[src/time_of_day_clock_with_alarm_table_unit_macros.svh]
// Assertion macros shared by the time-of-day clock RTL.
`ifndef TIME_OF_DAY_CLOCK_WITH_ALARM_TABLE_UNIT_MACROS_SVH
`define TIME_OF_DAY_CLOCK_WITH_ALARM_TABLE_UNIT_MACROS_SVH
`ifndef SYNTHESIS
`define TODC_ASSERT_IMP(label, clk, rst_n, ante, cons, msg) \
  label: assert property (@(posedge clk) disable iff (!rst_n) (ante) |-> (cons)) \
    else $error(msg);
`define TODC_ASSERT_NXT(label, clk, rst_n, ante, cons, msg) \
  label: assert property (@(posedge clk) disable iff (!rst_n) (ante) |=> (cons)) \
    else $error(msg);
`else
`define TODC_ASSERT_IMP(label, clk, rst_n, ante, cons, msg)
`define TODC_ASSERT_NXT(label, clk, rst_n, ante, cons, msg)
`endif
`endif

[src/todc_pkg.sv]
// Package with types, codes and constants of the time-of-day clock with alarm table.
`timescale 1ns / 1ps
`default_nettype none
package todc_pkg;

  localparam int ALARM_SLOTS_DEF = 10;

  localparam logic [2:0] ACT_TICK     = 3'd0;
  localparam logic [2:0] ACT_SET_TIME = 3'd1;
  localparam logic [2:0] ACT_ADD      = 3'd2;
  localparam logic [2:0] ACT_ENABLE   = 3'd3;
  localparam logic [2:0] ACT_CLEAR    = 3'd4;
  localparam logic [2:0] ACT_ACK      = 3'd5;

  localparam logic [4:0] HOURS_PER_DAY = 5'd24;
  localparam logic [4:0] HOUR_LAST     = 5'd23;
  localparam logic [5:0] MIN_PER_HOUR  = 6'd60;
  localparam logic [5:0] MIN_LAST      = 6'd59;
  localparam logic [5:0] SEC_LAST      = 6'd59;

  typedef struct packed {
    logic [2:0] action;
    logic [4:0] set_hour;
    logic [5:0] set_minute;
    logic       enable_value;
  } in_item_t;

  typedef struct packed {
    logic [4:0] hour_now;
    logic [5:0] minute_now;
    logic [5:0] second_now;
    logic       alarm_fired;
    logic [3:0] fired_index;
    logic       ringing_now;
    logic [3:0] alarms_used;
    logic       heartbeat;
  } out_item_t;

  typedef enum logic [1:0] {
    ST_IDLE,
    ST_EXEC,
    ST_SCAN,
    ST_DONE
  } ctrl_state_t;

  typedef struct packed {
    logic load_item;
    logic exec;
    logic scan_step;
    logic fire;
    logic load_out;
  } ctrl_cmd_t;

  typedef struct packed {
    logic scan_req;
    logic hit;
    logic last;
  } ctrl_stat_t;

endpackage
`default_nettype wire

[src/time_of_day_clock_with_alarm_table_unit.sv]
// Top level of the time-of-day clock with alarm table.
// Flow: an accepted item goes through ST_EXEC, then ST_SCAN while it scans alarm entries (1 to
// ALARM_SLOTS of them) on a tick that reaches second zero while alarms are enabled, none rings
// and entries are in use, then ST_DONE, which loads the result register.
// The block takes no new item until the last one's result is loaded; a stalled result holds the input.
// Reset: synchronous, active low; clears the time, alarm count and ringing, enables alarms.
`timescale 1ns / 1ps
`default_nettype none
`include "time_of_day_clock_with_alarm_table_unit_macros.svh"
module time_of_day_clock_with_alarm_table_unit
  import todc_pkg::*;
#(
  parameter int ALARM_SLOTS = ALARM_SLOTS_DEF
) (
  input  wire logic      clk,
  input  wire logic      rst_n,
  input  wire logic      in_valid,
  output      logic      in_stall,
  input  wire in_item_t  in_item,
  output      logic      out_valid,
  input  wire logic      out_stall,
  output      out_item_t out_item
);

  ctrl_cmd_t  cmd;
  ctrl_stat_t stat;

  todc_ctrl u_ctrl (
    .clk       (clk),
    .rst_n     (rst_n),
    .in_valid  (in_valid),
    .in_stall  (in_stall),
    .out_valid (out_valid),
    .out_stall (out_stall),
    .stat      (stat),
    .cmd       (cmd)
  );

  todc_dp #(
    .ALARM_SLOTS (ALARM_SLOTS)
  ) u_dp (
    .clk      (clk),
    .rst_n    (rst_n),
    .in_item  (in_item),
    .cmd      (cmd),
    .stat     (stat),
    .out_item (out_item)
  );

  `TODC_ASSERT_NXT(a_busy_after_accept, clk, rst_n, in_valid && !in_stall, in_stall, "block took an item but did not go busy")
  `TODC_ASSERT_IMP(a_fired_rings, clk, rst_n, out_valid && out_item.alarm_fired, out_item.ringing_now, "alarm fired without ringing")
  `TODC_ASSERT_IMP(a_no_fire_zero_index, clk, rst_n, out_valid && !out_item.alarm_fired, out_item.fired_index == 4'd0, "fired index set without an alarm")
  `TODC_ASSERT_IMP(a_single_cmd, clk, rst_n, 1'b1, $onehot0({cmd.load_item, cmd.exec, cmd.scan_step, cmd.fire, cmd.load_out}), "controller issued conflicting commands")

endmodule
`default_nettype wire

[src/todc_dp.sv]
// Datapath of the time-of-day clock: time counters, alarm memory, scan and result register.
`timescale 1ns / 1ps
`default_nettype none
module todc_dp
  import todc_pkg::*;
#(
  parameter int ALARM_SLOTS = ALARM_SLOTS_DEF
) (
  input  wire logic       clk,
  input  wire logic       rst_n,
  input  wire in_item_t   in_item,
  input  wire ctrl_cmd_t  cmd,
  output      ctrl_stat_t stat,
  output      out_item_t  out_item
);

  localparam int CNT_W = $clog2(ALARM_SLOTS + 1);
  localparam int IDX_W = (ALARM_SLOTS > 1) ? $clog2(ALARM_SLOTS) : 1;

  in_item_t         item_r;
  logic [4:0]       hour_r, hour_nxt;
  logic [5:0]       minute_r, minute_nxt;
  logic [5:0]       second_r, second_nxt;
  logic [CNT_W-1:0] count_r, count_nxt;
  logic             alarm_on_r, alarm_on_nxt;
  logic             ringing_r, ringing_nxt;
  logic             fired_r, fired_nxt;
  logic [IDX_W-1:0] fidx_r, fidx_nxt;
  logic             beat_r, beat_nxt;
  logic [IDX_W-1:0] scan_idx_r, scan_idx_nxt;
  logic [10:0]      rd_data_r;
  out_item_t        out_r;

  logic [10:0]      mem [ALARM_SLOTS];
  logic             we;
  logic [IDX_W-1:0] wr_addr;
  logic [4:0]       hr_mod;
  logic [5:0]       mn_mod;
  logic [7:0]       fidx_ext;
  logic [7:0]       count_ext;

  assign hr_mod = (item_r.set_hour >= HOURS_PER_DAY) ? (item_r.set_hour - HOURS_PER_DAY)
                                                     : item_r.set_hour;
  assign mn_mod = (item_r.set_minute >= MIN_PER_HOUR) ? (item_r.set_minute - MIN_PER_HOUR)
                                                      : item_r.set_minute;

  assign stat.scan_req = (item_r.action == ACT_TICK) && (second_r == SEC_LAST) &&
                         alarm_on_r && !ringing_r && (count_r != '0);
  assign stat.hit  = (rd_data_r[10:6] == hour_r) && (rd_data_r[5:0] == minute_r);
  assign stat.last = (CNT_W'(scan_idx_r) + CNT_W'(1)) >= count_r;

  always_comb begin
    hour_nxt     = hour_r;
    minute_nxt   = minute_r;
    second_nxt   = second_r;
    count_nxt    = count_r;
    alarm_on_nxt = alarm_on_r;
    ringing_nxt  = ringing_r;
    fired_nxt    = fired_r;
    fidx_nxt     = fidx_r;
    beat_nxt     = beat_r;
    scan_idx_nxt = scan_idx_r;
    we           = 1'b0;
    wr_addr      = '0;
    if (cmd.exec) begin
      fired_nxt    = 1'b0;
      fidx_nxt     = '0;
      beat_nxt     = 1'b0;
      scan_idx_nxt = '0;
      case (item_r.action)
        ACT_TICK: begin
          beat_nxt = ~second_r[0];
          if (second_r == SEC_LAST) begin
            second_nxt = '0;
            if (minute_r == MIN_LAST) begin
              minute_nxt = '0;
              hour_nxt   = (hour_r == HOUR_LAST) ? '0 : hour_r + 5'd1;
            end else begin
              minute_nxt = minute_r + 6'd1;
            end
          end else begin
            second_nxt = second_r + 6'd1;
          end
        end
        ACT_SET_TIME: begin
          hour_nxt   = hr_mod;
          minute_nxt = mn_mod;
          second_nxt = '0;
        end
        ACT_ADD: begin
          we = 1'b1;
          if (count_r >= CNT_W'(ALARM_SLOTS)) begin
            wr_addr = '0;
          end else begin
            wr_addr   = count_r[IDX_W-1:0];
            count_nxt = count_r + CNT_W'(1);
          end
        end
        ACT_ENABLE: begin
          alarm_on_nxt = item_r.enable_value;
        end
        ACT_CLEAR: begin
          count_nxt = '0;
        end
        ACT_ACK: begin
          ringing_nxt = 1'b0;
        end
        default: begin
        end
      endcase
    end
    if (cmd.scan_step) begin
      scan_idx_nxt = scan_idx_r + IDX_W'(1);
    end
    if (cmd.fire) begin
      ringing_nxt = 1'b1;
      fired_nxt   = 1'b1;
      fidx_nxt    = scan_idx_r;
    end
  end

  always_ff @(posedge clk) begin
    if (!rst_n) begin
      hour_r     <= '0;
      minute_r   <= '0;
      second_r   <= '0;
      count_r    <= '0;
      alarm_on_r <= 1'b1;
      ringing_r  <= 1'b0;
    end else begin
      hour_r     <= hour_nxt;
      minute_r   <= minute_nxt;
      second_r   <= second_nxt;
      count_r    <= count_nxt;
      alarm_on_r <= alarm_on_nxt;
      ringing_r  <= ringing_nxt;
    end
  end

  always_ff @(posedge clk) begin
    if (cmd.load_item) begin
      item_r <= in_item;
    end
    fired_r    <= fired_nxt;
    fidx_r     <= fidx_nxt;
    beat_r     <= beat_nxt;
    scan_idx_r <= scan_idx_nxt;
  end

  always_ff @(posedge clk) begin
    if (we) begin
      mem[wr_addr] <= {hr_mod, mn_mod};
    end
    rd_data_r <= mem[scan_idx_nxt];
  end

  assign fidx_ext  = 8'(fidx_r);
  assign count_ext = 8'(count_r);

  always_ff @(posedge clk) begin
    if (cmd.load_out) begin
      out_r.hour_now    <= hour_r;
      out_r.minute_now  <= minute_r;
      out_r.second_now  <= second_r;
      out_r.alarm_fired <= fired_r;
      out_r.fired_index <= fidx_ext[3:0];
      out_r.ringing_now <= ringing_r;
      out_r.alarms_used <= count_ext[3:0];
      out_r.heartbeat   <= beat_r;
    end
  end

  assign out_item = out_r;

endmodule
`default_nettype wire

[src/todc_ctrl.sv]
// Controller state machine of the time-of-day clock: item sequencing, alarm scan and output valid.
`timescale 1ns / 1ps
`default_nettype none
module todc_ctrl
  import todc_pkg::*;
(
  input  wire logic       clk,
  input  wire logic       rst_n,
  input  wire logic       in_valid,
  output      logic       in_stall,
  output      logic       out_valid,
  input  wire logic       out_stall,
  input  wire ctrl_stat_t stat,
  output      ctrl_cmd_t  cmd
);

  ctrl_state_t state_r, state_nxt;
  logic        out_valid_r, out_valid_nxt;
  logic        out_free;

  assign out_free = !out_valid_r || !out_stall;

  always_comb begin
    state_nxt = state_r;
    case (state_r)
      ST_IDLE: begin
        if (in_valid) begin
          state_nxt = ST_EXEC;
        end
      end
      ST_EXEC: begin
        state_nxt = stat.scan_req ? ST_SCAN : ST_DONE;
      end
      ST_SCAN: begin
        if (stat.hit || stat.last) begin
          state_nxt = ST_DONE;
        end
      end
      ST_DONE: begin
        if (out_free) begin
          state_nxt = ST_IDLE;
        end
      end
      default: begin
        state_nxt = ST_IDLE;
      end
    endcase
  end

  always_comb begin
    cmd = '0;
    case (state_r)
      ST_IDLE: begin
        cmd.load_item = in_valid;
      end
      ST_EXEC: begin
        cmd.exec = 1'b1;
      end
      ST_SCAN: begin
        cmd.fire      = stat.hit;
        cmd.scan_step = !stat.hit && !stat.last;
      end
      ST_DONE: begin
        cmd.load_out = out_free;
      end
      default: begin
      end
    endcase
  end

  assign out_valid_nxt = cmd.load_out ? 1'b1 : (out_valid_r && out_stall);

  always_ff @(posedge clk) begin
    if (!rst_n) begin
      state_r     <= ST_IDLE;
      out_valid_r <= 1'b0;
    end else begin
      state_r     <= state_nxt;
      out_valid_r <= out_valid_nxt;
    end
  end

  assign in_stall  = (state_r != ST_IDLE);
  assign out_valid = out_valid_r;

endmodule
`default_nettype wire

[config.mk]
export PLATFORM = sky130hd
export DESIGN_NAME = time_of_day_clock_with_alarm_table_unit
export DESIGN_NICKNAME = d
export VERILOG_FILES = /design/src/todc_pkg.sv /design/src/time_of_day_clock_with_alarm_table_unit.sv /design/src/todc_dp.sv /design/src/todc_ctrl.sv
export VERILOG_INCLUDE_DIRS = /design/src /design/src/src
export SDC_FILE = /design/constraint.sdc
export NUM_CORES = 1
export LEC_CHECK = 0
export ABC_AREA = 0
export BUFFER_PORTS_ARGS = -buffer_cell sky130_fd_sc_hd__buf_2
export CORE_MARGIN = 3
export CORE_UTILIZATION = 45
export CTS_BUF_LIST = sky130_fd_sc_hd__clkbuf_2 sky130_fd_sc_hd__clkbuf_4 sky130_fd_sc_hd__clkbuf_8
export CTS_CLUSTER_DIAMETER = 50
export DETAILED_ROUTE_END_ITERATION = 12
export PLACE_DENSITY_LB_ADDON = 0.3
export SYNTH_ARGS = -nofsm -noshare
export SYNTH_HDL_FRONTEND = slang
export SYNTH_SLANG_ARGS = --single-unit
[constraint.sdc]
create_clock -name clk -period 5.1 [get_ports clk]
set_clock_uncertainty 0.05 [all_clocks]
set_input_delay 0.765 -clock clk [delete_from_list [all_inputs] [get_ports clk]]
set_output_delay 0.765 -clock clk [all_outputs]
set_load 0.03 [all_outputs]
* After elaboration in Yosys (flattened, before gate mapping)
Memories as Yosys holds them, arrays and structs flattened. A register that Yosys moved wholly into a read port is not among the register bits. Index checks and enable logic that the tools add are counted.
Word-level totals: latch bits 0, word-level logic and storage cells 122, memories kept 1, output and inout bits 30, flip-flop bits (word level) 79, ROM bits 0, memory bits (writable) 110
Memories:
- u_dp.mem | depth 10, bits a word 11, rd ports 1, clocked after memory_dff 1, write ports 1, line todc_dp.sv:34 | logic [10:0] mem [ALARM_SLOTS];
Cells by class: shifts and indexed selects 0, muxes and demuxes 37, $mul 0, bitwise operators 1, reduce and logical (&&, ||, !) cells 29, $add $sub $neg 7, divide/modulo/power cells 0, $lt $le $gt $ge 4, eq/ne operators 19
Operator list (number):
- 2-to-1 mux 4 bit | 8
- 2-to-1 mux 6 bit | 4
- one-hot mux 6 bit (2 select lines) | 2
- 2-to-1 mux 5 bit | 4
- adder 6 x 1 -> 6 bit (second input constant) | 2
- equality test 6 bit (second input constant) | 2
- 2-to-1 mux 1 bit | 12
- one-hot mux 5 bit (2 select lines) | 1
- nonzero test 2 bit | 5
- AND reduction 3 bit | 3
- adder 4 x 1 -> 4 bit (second input constant) | 2
- 2-to-1 mux 2 bit | 4
- != test 2 bit (second input constant) | 4
- one-hot mux 2 bit (4 select lines) | 1
- one-hot mux 4 bit (2 select lines) | 1
- logical AND 1 bit | 7
- equality test 3 x 2 -> 1 bit (second input constant) | 2
- equality test 3 bit (second input constant) | 2
- equality test 6 bit | 1
- >= comparator 6 bit (second input constant) | 1
- AND reduction 2 bit | 3
- subtractor 6 bit (second input constant) | 1
- adder 5 x 1 -> 5 bit (second input constant) | 1
- equality test 5 bit | 1
- other kinds (16) | 23

* Logic depth before layout (Yosys ltp)
Gate-level depths: netlist of the first run.
depth after elaboration 7, gate-level depth with buffers 15

* Cells and area by module
From an unflattened synthesis of the first run, not the netlist that was laid out.
Unflattened totals: cell total of the unflattened synthesis 750, area total of the unflattened synthesis 9081.2 µm²
Modules (own cells, without submodules):
- todc_dp | area each 8808.4 µm², cells an instance 723, times used 1
- todc_ctrl | area each 272.8 µm², cells an instance 27, times used 1

* Worst setup path before layout of the first run
Ideal clock, no wire load.
kind input to register, from in out_stall, to reg u_dp.out_r (netlist bit u_dp.out_item[0]) (enable), arrival 2.834 ns, stages 1, required time 4.594 ns, setup slack 1.760 ns, path buffers 0, cells stage by stage a21boi_0
On the way: word-level cells in the longest chain between the ends 3
Ends and longest elaborated chain:
- start: declaration | line time_of_day_clock_with_alarm_table_unit.sv:21 | input wire logic out_stall,
- zero test 1 bit | line todc_ctrl.sv:21 | assign out_free = !out_valid_r || !out_stall;
- logical OR 1 bit | line todc_ctrl.sv:21
- 2-to-1 mux 1 bit | line todc_ctrl.sv:52 | case (state_r)
- end: declaration | line todc_dp.sv:32 | out_item_t out_r;
Every way passes these cells. A chain may end at the register's enable or synchronous reset.

* Worst setup path after layout of the first run
from reg u_dp.scan_idx_r[0], to reg u_dp.rd_data_r[2] (read register of u_dp.mem)
On the way: word-level cells in the longest chain between the ends 6, elaborated cells on any way between the ends 7, those cells by class add/sub: 1; order compare: 1; mux: 3; reduce/logical: 2
Ends and longest elaborated chain:
- start: declaration | line todc_dp.sv:30 | logic [IDX_W-1:0] scan_idx_r, scan_idx_nxt;
- start signal: assignment | line todc_dp.sv:147 | scan_idx_r <= scan_idx_nxt;
- adder 4 x 1 -> 4 bit | line todc_dp.sv:50, todc_dp.sv:113
- >= comparator 4 bit | line todc_dp.sv:50 | assign stat.last = (CNT_W'(scan_idx_r) + CNT_W'(1)) >= count_r;
- zero test 1 bit | line todc_ctrl.sv:61 | cmd.scan_step = !stat.hit && !stat.last;
- logical AND 1 bit | line todc_ctrl.sv:61
- 2-to-1 mux 2 bit | line todc_ctrl.sv:52
- 2-to-1 mux 4 bit (*) | line todc_dp.sv:112 | if (cmd.scan_step) begin
- end: declaration | line todc_dp.sv:31 | logic [10:0] rd_data_r;
Mark *: on every way between the ends. The rest lies on a longest branch, timed or not.

==> metrics.md, run 1 <==
| Metric | Value |
|---|---|
| Status | completed |
| Sink Count | 200 |
| Antenna Violating Nets Remaining | 0 |
| GR Util All Layers | around 16% |
| Fillers | 1,479 |
| Worst vdd ir | between 0.0002 and 0.0003 V |
| HP Class | register to register |
| # setup viols final | 0 |
| HPWL Detailed | 10.43 mm |
| Dpl cells | 797 |
| Main combinational cell family by area after synthesis | simple AND/OR/NAND/NOR gates |
| Synth Area in XOR/XNOR | about 2.4% |
| Synth Area in Adders | roughly 2.6% |
| IO Count | 49 |
| Synth top area cells | edfxtp_1, dfxtp_1, mux2i_1, ha_1, mux4_2 |
| TritonRoute pass-1 iters | 5 |
| Syn_nets | 575 |
| Initial antenna violation count | 0 |
| WS Path Type | register to register |
| Clock power frac | approximately a third |
| Post-CTS Resized | 0 |
| Pint | ~2.7 mW |
| Synth Register Bits | 200 |
| Gpl congestion | ~0.83 |
| Syn Area/Cell | about 15 sq um |
| Via/cell ratio | approximately 5.5 |
| Hold Buf Count CTS | 0 |
| Number of global-route vias before repair | 4,418 |
| Pwr Total | 3.587 mW |
| Actual slew at the worst max-slew pin | 1262 ps |
| Height of the die | 139.8 um |
| CTS tree | built |
| First-pass GRT wire length | 24.41 mm |
| Ys flop type | edfxtp_1 |
| Startpoint Class | register |
| P_sw | around 0.91 mW |
| Clk_lat worst skew | 460 ps |
| DR vias | 4,525 |
| CTS clk-pin slew, worst paths | 90 ps |
| Switching share of power | ~25% |
| Simple logic cell fraction of the synthesized area | just under 9% |
| Layout cells sized above 1 | 17.05% |
| Req. time, crit path | approximately 5400 ps |
| Minimum clock period | 3872 ps |
| Period utilization | about three quarters |
| 1st-iter DRT viols | 312 |
| Worst-path maximum fanout | 45 |
| Synth area leader | edfxtp_1 |
| Hold Violations, Final | 0 |
| Max cap viols | 0 |
| Multi-input logic area | between 2000 and 2500 sq um |
| Pin count of the biggest net entering global routing | 46 |
| Post-Syn Area | around 8100 sq um |
| Pwr Density | approximately 400 nW/um^2 |
| Diodes inserted | 0 |
| TritonCTS buffer count | 17 |
| Drt drc | 0 |
| Post-synth cell types | 56 |
| Worst setup EP type | register |
| Combinational share of power | approximately an eighth |
| P_leak | between 3 and 4 nW |
| EDFF count, synth | roughly 160 |
| Buffers on Ports | between 40 and 50 |
| Chip Width | 139.8 um |
| Register share of total power | a little under three fifths |
| Crit path DAT | approximately 4200 ps |
| Mux cell area share after synthesis | around 7.0% |
| Final Non-Filler Cells | 829 |
| GR Overflow Total | 0 |
| RSZ-0062 raised after global routing | false |
| Die Footprint | 19,540 sq um |
| H-tree level count | 4 |
| Final nets | between 600 and 700 |
| Sequential share of the synthesized area | 69.36% |
| Final wirelength | ~15 mm |
| Post-Syn Instances | between 500 and 600 |
| Reg area | approximately 5600 sq um |
| Synth top area share | between 50% and 60% |
| Maximum clock path buffer count | 2 |
| Ys Warns | 0 |
| # Post-CTS Setup Buffers | 0 |
| Final Slew Violations | 0 |
| Synth Area in Compound Gates | 7.582% |
| Clk root buf | clkbuf_8 |
| Setup TNS | 0 ps |
| Layout area overhead | 10.95% |
| Relative slew slack | between 10% and 20% |
| Core footprint | between 15,000 and 20,000 sq um |
| Non-Filler Cell Area, Final | approximately 8900 sq um |
| Wire per inst | ~18 um |
| Placed cell areas | between 8000 and 9000 sq um |
| Initial core utilization | a little under half |
| Ys async rst share | 0% |
| Fmax | about 260 MHz |
| Placement row count | 48 |
[path summary, 6_finish.rpt]
| path | from | end | slack (ps) | depth (start not counted) |
|---|---|---|---|---|
| max | u_dp.scan_idx_r[0] | u_dp.rd_data_r[2] | 1230 | 10 |
| min | u_dp.fidx_r[1] | u_dp.out_item[7] | 380 | 0 |
| max reg2reg | u_dp.scan_idx_r[0] | u_dp.rd_data_r[2] | 1230 | 10 |
| min reg2reg | u_dp.fidx_r[1] | u_dp.out_item[7] | 380 | 0 |
[layer usage]
layer / part of all wire [%] / track usage [%] / vias up
met5: 0 / 0 / -
met4: 0.98 / 4.386 / 0
met3: 5.5 / 4.227 / 11
met2: 46 / 24.66 / 122
met1: 48 / 23.34 / 2253
li1: - / - / 2139
[worst max-delay path, stage by stage, from the launching register on]
cell and delay (ps):
dfxtp_1 370, ha_1 230, xnor2_1 240, inv_1 80, ha_1 260, o21ai_0 190, a21oi_1 90, nor4b_4 530
mux2_4 760, mux4_1 660, a211o_1 300
[through the flow]
stage	util, %	hold WS [ps]	setup slack [ps]
after floorplan	-	350.3	1760
after global placement	48.66	360.1	1345
after detailed placement	48.66	356.6	1223
after CTS	51.30	378.8	1226
after global routing	51.30	379.5	977.2
final	51.30	377.5	1228
[power groups by stage]
stage / registers (mW) / logic [mW] / clock network [mW]
final: 2.03 / 0.429 / 1.13
after global routing: 2.04 / 0.479 / 1.22
after CTS: 2.03 / 0.434 / 1.15
after detailed placement: 2.06 / 0.431 / 0
after global placement: 2.06 / 0.415 / 0
after floorplan: 2.08 / 0.260 / 0
[state kept, by name, indices dropped and copies added, names as in the netlist, 2 cells and up]
signal / cells
u_dp.fidx_r: 4
u_dp.item_r: 15
u_dp.rd_data_r: 11
u_dp.minute_r: 6
u_dp.count_r: 4
u_dp.mem: 110
u_dp.out_item: 28
u_dp.scan_idx_r: 4
u_ctrl.state_r: 2
u_dp.hour_r: 5
u_dp.second_r: 6
[cell type report]
cell class	count	share of cell area (%)
multi-input combinational	305	25.54
sequential	200	62.51
inverter	15	0.6302
timing repair buffer	52	3.025
tap	225	3.151
clock inverter	12	2.199
clock buffer	20	2.941
[cell usage after synthesis, types with 12 or more instances]
master and number:
inv_1 14, xnor2_1 14, nand3_1 13, ha_1 17, edfxtp_1 158, dfxtp_1 42, o21ai_0 16, a21oi_1 22
nor2b_1 12, nand2_1 50, mux2i_1 26, nor2_1 20
[cells in the final DEF (no fill, tap or decap), types with 4 or more instances in the layout]
cell type	Yosys	final
edfxtp_1	158	158
nand2_1	50	50
buf_2	3	48
dfxtp_1	42	42
mux2i_1	26	26
a21oi_1	22	22
nor2_1	20	20
clkbuf_8	0	18
ha_1	17	17
o21ai_0	16	16
inv_1	14	14
xnor2_1	14	14
nand3_1	13	13
nor2b_1	12	12
o22ai_1	11	11
a211o_1	11	11
mux4_2	9	9
and3_1	7	7
xor2_1	6	6
o211a_1	6	6
nand4_1	5	5
and2_1	5	5
o211ai_1	5	5
bufinv_16	0	5
nand2b_1	4	4
buf_4	0	4
[kinds of logic after synthesis]
logic type,Yosys count
flops,200
simple gates,135
compound gates,91
mux,41
buf+inv,34
xor+xnor,21
fa+ha+maj,17
Power figures use the tool's default switching activity.
==> run 2, diff against run 1 <==
Clock period 5.1 ns to 3.3 ns, I/O delays scaled along.
==> metrics.md, run 2 (same netlist as run 1, synthesis figures left out) <==
| Metric | Value |
|---|---|
| Placed cell areas | 8658 sq um (was 8476 sq um) |
| P_leak | 3.505 nW (was 3.367 nW) |
| Pwr Density | 599.0 nW/um^2 (was 401.5 nW/um^2) |
| Hold Buf Count CTS | 0 (unchanged) |
| H-tree level count | 4 (unchanged) |
| Clock power frac | 30.1% (was 31.5%) |
| P_sw | 1.439 mW (was 0.9130 mW) |
| HPWL Detailed | 11.28 mm (was 10.43 mm) |
| TritonRoute pass-1 iters | 5 (unchanged) |
| Layout cells sized above 1 | 21.75% (was 17.05%) |
| Buffers on Ports | 48 (unchanged) |
| Layout area overhead | 13.94% (was 10.95%) |
| Worst setup EP type | register (unchanged) |
| Top reg by flops | u_dp.mem (unchanged) |
| Startpoint Class | register (unchanged) |
| Actual slew at the worst max-slew pin | 1061 ps (was 1262 ps) |
| Worst-path maximum fanout | 6 (was 45) |
| 1st-iter DRT viols | 396 (was 312) |
| # setup viols final | 0 (unchanged) |
| IO Count | 49 (unchanged) |
| WS Path Type | register to register (unchanged) |
| Register share of total power | 57.0% (was 56.5%) |
| Initial antenna violation count | 0 (unchanged) |
| Fin worst setup slack | 96.56 ps (was 1228 ps) |
| Final Non-Filler Cells | 855 (was 829) |
| Pre-CTS WS | 43.51 ps (was 1223 ps) |
| Clk root buf | clkbuf_8 (unchanged) |
| GR Overflow Total | 0 (unchanged) |
| Pin count of the biggest net entering global routing | 29 (was 46) |
| Gpl congestion | 0.8205 (was 0.8297) |
| Most frequent cells in the layout | edfxtp_1, nand2_1, buf_2, dfxtp_1, buf_4 (was edfxtp_1, nand2_1, buf_2, dfxtp_1, mux2i_1) |
| Pint | 4.057 mW (was 2.674 mW) |
| Layout Utilization | 52.68% (was 51.30%) |
| Antenna Violating Nets Remaining | 0 (unchanged) |
| Drt drc | 0 (unchanged) |
| GR Util All Layers | 16.87% (was 16.20%) |
| HP Class | primary input to register (was register to register) |
| Cell repeated most along the worst path | ha_1 (unchanged) |
| Max reg flops | 110 (unchanged) |
| CTS tree | built (unchanged) |
| Hold Violations, Final | 0 (unchanged) |
| Non-Filler Cell Area, Final | 9175 sq um (was 8935 sq um) |
| Crit path DAT | 3500 ps (was 4180 ps) |
| Diodes inserted | 0 (unchanged) |
| Wire per inst | 19.08 um (was 18.47 um) |
| Height of the die | 139.8 um (unchanged) |
| Period utilization | 97.07% (was 75.93%) |
| Placement row count | 48 (unchanged) |
| Max cap viols | 0 (unchanged) |
| Switching share of power | 26.18% (was 25.45%) |
| Final nets | 653 (was 627) |
| Worst vdd ir | 0.0003658 V (was 0.0002591 V) |
| Clk_lat worst skew | 460 ps (about the same) |
| First-pass GRT wire length | 25.23 mm (was 24.41 mm) |
| Maximum clock path buffer count | 2 (unchanged) |
| Sink Count | 200 (unchanged) |
| Worst path cell trace | ha_1 > xnor2_2 > inv_1 > ha_1 > o21ai_1 > a21oi_1 > nor4b_4 > mux2_4 > buf_12 > mux4_2 > a211o_1 (was ha_1 > xnor2_1 > inv_1 > ha_1 > o21ai_0 > a21oi_1 > nor4b_4 > mux2_4 > mux4_1 > a211o_1) |
| Die Footprint | 19,540 sq um (unchanged) |
| Relative slew slack | 29.10% (was 15.84%) |
| Req. time, crit path | 3600 ps (was 5410 ps) |
| Number of global-route vias before repair | 4,525 (was 4,418) |
| Most common cell after layout, fill and taps aside | edfxtp_1 (unchanged) |
| Status | completed (unchanged) |
| DR vias | 4,664 (was 4,525) |
| Core footprint | 17,420 sq um (unchanged) |
| TritonCTS buffer count | 17 (unchanged) |
| Minimum clock period | 3203 ps (was 3872 ps) |
| Combinational share of power | 13.0% (was 12.0%) |
| Initial core utilization | 46.24% (unchanged) |
| Chip Width | 139.8 um (unchanged) |
| Fillers | 1,458 (was 1,479) |
| Slowest cell on crit path | mux4_2 (was mux2_4) |
| Fmax | 312.2 MHz (was 258.2 MHz) |
| Dpl cells | 818 (was 797) |
| Via/cell ratio | 5.455 (was 5.458) |
| Final wirelength | 16.31 mm (was 15.31 mm) |
| Crit-path max cell delay | 470 ps (was 760 ps) |
| Final Slew Violations | 0 (unchanged) |
| CTS clk-pin slew, worst paths | 100 ps (was 90 ps) |
run 2: cell count changes in the layout (fill, tap and decap cells not counted), sizes merged:
cell      before  now
buf           52   78
bufinv         5    4
clkbuf        20   19
clkinv         4    5
clkinvlp       1    2
run 2: per-layer routing:
metal / vias to the layer above / part of all wire, % / GRT usage [%]
met5: - / 0 / 0
met4: 0 / 1.1 / 4.539
met3: 14 / 6.5 / 4.639
met2: 143 / 48 / 26.82
met1: 2322 / 44 / 23.14
li1: 2185 / - / -
run 2: through the flow:
step                hold slack (ps)  setup TNS [ps]  total power [mW]
finish                        155.9               0             5.495
global route                  128.0          -1.291             5.714
CTS                           124.1               0             5.527
detailed placement            360.7               0             3.893
global placement              359.1               0             3.860
floorplan                     350.3               0             3.611
run 2: area by class of cell:
class                   instances  area, sq um  share of cell area (%)
repair buffers                 78        515.5                   5.618
clock inverters                13        176.4                   1.923
clock buffers                  19        249.0                   2.714
multi-input cells             305         2310                   25.17
flip-flops and latches        200         5587                   60.89
inverters                      15        56.30                  0.6137
well taps                     225        281.5                   3.068
run 2: path summary, 6_finish.rpt:
check | start | to | slack (ps) | cells past startpoint
hold reg to reg | u_dp.fidx_r[1] | u_dp.out_item[7] | 380 | 0
setup reg to reg | u_dp.scan_idx_r[0] | u_dp.rd_data_r[4] | 100 | 11
hold / removal | in_item[14] | u_dp.item_r[14] | 160 | 1
setup / recovery | u_dp.scan_idx_r[0] | u_dp.rd_data_r[4] | 100 | 11
run 2: power groups by stage:
stage / Clock [mW] / Combinational, mW / Sequential, mW
floorplan: 0 / 0.402 / 3.21
global placement: 0 / 0.682 / 3.18
detailed placement: 0 / 0.705 / 3.19
CTS: 1.69 / 0.708 / 3.13
global route: 1.79 / 0.778 / 3.15
finish: 1.65 / 0.712 / 3.13
run 2: repair_timing:
action | 4_1_cts | 5_1_grt
setup endpoints to repair | 0 | 11
buffers inserted | 0 | 5
gates resized for setup | 0 | 8
run 2: critical path: cells and delay by family, from the launching register on:
kind            cells  cell delay [ps]
compound gates      3              570
buf+inv             2              210
fa+ha+maj           2              500
mux                 2              860
flops               1              360
simple gates        1              380
xor+xnor            1              170
==> run 3, diff against run 2 <==
Settings changed: SLEW_MARGIN set to 30.
Clock period 3.3 ns to 3.4 ns, I/O delays scaled along.
==> metrics.md, run 3 (same netlist as run 1, synthesis figures left out) <==
| Metric | Value |
|---|---|
| Placement row count | 48 (unchanged) |
| Number of global-route vias before repair | 4,615 (was 4,525) |
| Cell repeated most along the worst path | ha_1 (unchanged) |
| Hold Violations, Final | 0 (unchanged) |
| TritonRoute pass-1 iters | 5 (unchanged) |
| P_leak | 3.471 nW (was 3.505 nW) |
| Dpl cells | 816 (was 818) |
| Clk_lat worst skew | 470 ps (was 460 ps) |
| Slowest cell on crit path | mux4_2 (unchanged) |
| TritonCTS buffer count | 17 (unchanged) |
| Pre-CTS WS | 108.8 ps (was 43.51 ps) |
| Worst-path maximum fanout | 8 (was 6) |
| 1st-iter DRT viols | 415 (was 396) |
| Gpl congestion | 0.8784 (was 0.8205) |
| First-pass GRT wire length | 26.39 mm (was 25.23 mm) |
| Sink Count | 200 (unchanged) |
| Final wirelength | 16.90 mm (was 16.31 mm) |
| Setup slack, reg-to-reg | 60 ps (was 100 ps) |
| Diodes inserted | 0 (unchanged) |
| Antenna Violating Nets Remaining | 0 (unchanged) |
| Initial core utilization | 46.24% (unchanged) |
| Worst path cell trace | ha_1 > xnor2_2 > inv_1 > ha_1 > o21ai_0 > a21oi_1 > nor4b_4 > buf_4 > mux2_2 > mux4_2 > a211o_1 (was ha_1 > xnor2_2 > inv_1 > ha_1 > o21ai_1 > a21oi_1 > nor4b_4 > mux2_4 > buf_12 > mux4_2 > a211o_1) |
| H-tree level count | 4 (unchanged) |
| Non-Filler Cell Area, Final | 9091 sq um (was 9175 sq um) |
| Wire per inst | 19.86 um (was 19.08 um) |
| Critical R2R Launch | u_dp.scan_idx_r[0] (unchanged) |
| Layout cells sized above 1 | 20.93% (was 21.75%) |
| Core footprint | 17,420 sq um (unchanged) |
| Hold wc startpoint | in_item[8] (was in_item[14]) |
| Crit path DAT | 3650 ps (was 3500 ps) |
| Pwr Total | 5.272 mW (was 5.495 mW) |
| Req. time, crit path | 3710 ps (was 3600 ps) |
| Worst hold slack | 157.4 ps (was 155.9 ps) |
| GR Util All Layers | 17.60% (was 16.87%) |
| Status | completed (unchanged) |
| # setup viols final | 0 (unchanged) |
| Period utilization | 98.16% (was 97.07%) |
| Maximum clock path buffer count | 2 (unchanged) |
| Pin count of the biggest net entering global routing | 29 (unchanged) |
| Final Slew Violations | 0 (unchanged) |
| Fmax | 299.6 MHz (was 312.2 MHz) |
| Final nets | 649 (was 653) |
| Largest delay share family, worst path | multiplexers (unchanged) |
| Setup TNS | 0 ps (unchanged) |
| Drt drc | 0 (unchanged) |
| Hold path cells | 1 (unchanged) |
| HP Class | primary input to register (unchanged) |
| Die Footprint | 19,540 sq um (unchanged) |
| CTS clk-pin slew, worst paths | 100 ps (about the same) |
| Fillers | 1,476 (was 1,458) |
| IO Count | 49 (unchanged) |
| Worst r2r dst | u_dp.rd_data_r[10] (was u_dp.rd_data_r[4]) |
| Crit-path max cell delay | 500 ps (was 470 ps) |
| Height of the die | 139.8 um (unchanged) |
| Buffers on Ports | 48 (unchanged) |
| Most frequent cells in the layout | edfxtp_1, nand2_1, buf_2, dfxtp_1, mux2i_1 (was edfxtp_1, nand2_1, buf_2, dfxtp_1, buf_4) |
| Worst vdd ir | 0.0003386 V (was 0.0003658 V) |
| WS Path Type | register to register (unchanged) |
| HPWL Detailed | 11.46 mm (was 11.28 mm) |
| GR Overflow Total | 0 (unchanged) |
| Worst setup EP type | register (unchanged) |
| R2R depth | 11 (unchanged) |
| Layout area overhead | 12.90% (was 13.94%) |
| Chip Width | 139.8 um (unchanged) |
| Fin worst setup slack | 62.66 ps (was 96.56 ps) |
| Hold Buf Count CTS | 0 (unchanged) |
| CP Buf/Inv Count | 2 (unchanged) |
| Layout Utilization | 52.20% (was 52.68%) |
| Minimum clock period | 3337 ps (was 3203 ps) |
| CTS tree | built (unchanged) |
| Actual slew at the worst max-slew pin | 932.0 ps (was 1061 ps) |
| Clk root buf | clkbuf_8 (unchanged) |
| Max reg flops | 110 (unchanged) |
| Placed cell areas | 8631 sq um (was 8658 sq um) |
| Max cap viols | 0 (unchanged) |
| Pwr Density | 579.9 nW/um^2 (was 599.0 nW/um^2) |
| Relative slew slack | 37.74% (was 29.10%) |
| Initial antenna violation count | 0 (unchanged) |
| Most common cell after layout, fill and taps aside | edfxtp_1 (unchanged) |
| Final Non-Filler Cells | 851 (was 855) |
| DR vias | 4,697 (was 4,664) |
| Startpoint Class | register (unchanged) |
| End of the worst hold path | u_dp.item_r[8] (was u_dp.item_r[14]) |
| Top reg by flops | u_dp.mem (unchanged) |
| Via/cell ratio | 5.519 (was 5.455) |
## run 3: changes by cell type in the layout (fill, tap and decap cells not counted), sizes merged
cell      change
buf           -6
clkbuf        -1
mux2          +2
clkinvlp      -2
inv           +4
bufinv        -2
clkinv        +1
## run 3: what timing repair did
item,CTS,global route
resized for setup,0,6
setup buffers,0,1
endpoints found under the setup margin,0,11
## run 3: worst max path at each step
| stage | start | endpoint | slack, ps | depth (start not counted) |
|---|---|---|---|---|
| finish | u_dp.scan_idx_r[0] | u_dp.rd_data_r[10] | 60 | 11 |
| detailed placement | u_dp.scan_idx_r[0] | u_dp.rd_data_r[10] | 110 | 13 |
| floorplan | u_dp.scan_idx_r[0] | u_dp.rd_data_r[4] | 190 | 12 |
| global placement | u_dp.scan_idx_r[0] | u_dp.rd_data_r[2] | 180 | 10 |
| global route | u_dp.scan_idx_r[2] | u_dp.rd_data_r[10] | -40 | 11 |
| CTS | u_dp.scan_idx_r[0] | u_dp.rd_data_r[7] | 70 | 12 |
## run 3: worst reg2reg max path, stage by stage, from the launching register on
cell,delay [ps]
dfxtp_2,390
ha_1,240
xnor2_2,180
inv_1,80
ha_1,260
o21ai_0,170
a21oi_1,90
nor4b_4,300
buf_4,200
mux2_2,440
mux4_2,500
a211o_1,320
## run 3: area by class of cell
| cell class | count | area, sq um | share of cell area, % |
|---|---|---|---|
| inverter | 15 | 56.30 | 0.6193 |
| timing repair buffer | 72 | 436.7 | 4.803 |
| tap | 225 | 281.5 | 3.097 |
| clock inverter | 14 | 165.2 | 1.817 |
| multi-input combinational | 307 | 2323 | 25.56 |
| sequential | 200 | 5587 | 61.45 |
| clock buffer | 18 | 241.5 | 2.656 |
## run 3: power breakdown
part / internal [mW] / switching (mW)
Combinational: 0.221 / 0.473
Clock: 0.685 / 0.851
Sequential: 2.90 / 0.139
## run 3: routing by layer
| metal | up-vias | wire (um) | GRT usage [%] |
|---|---|---|---|
| met3 | 19 | 1054 | 4.261 |
| li1 | 2186 | - | - |
| met4 | 0 | 283 | 5.354 |
| met2 | 179 | 8186 | 27.53 |
| met1 | 2313 | 7373 | 24.63 |
| met5 | - | 0 | 0 |
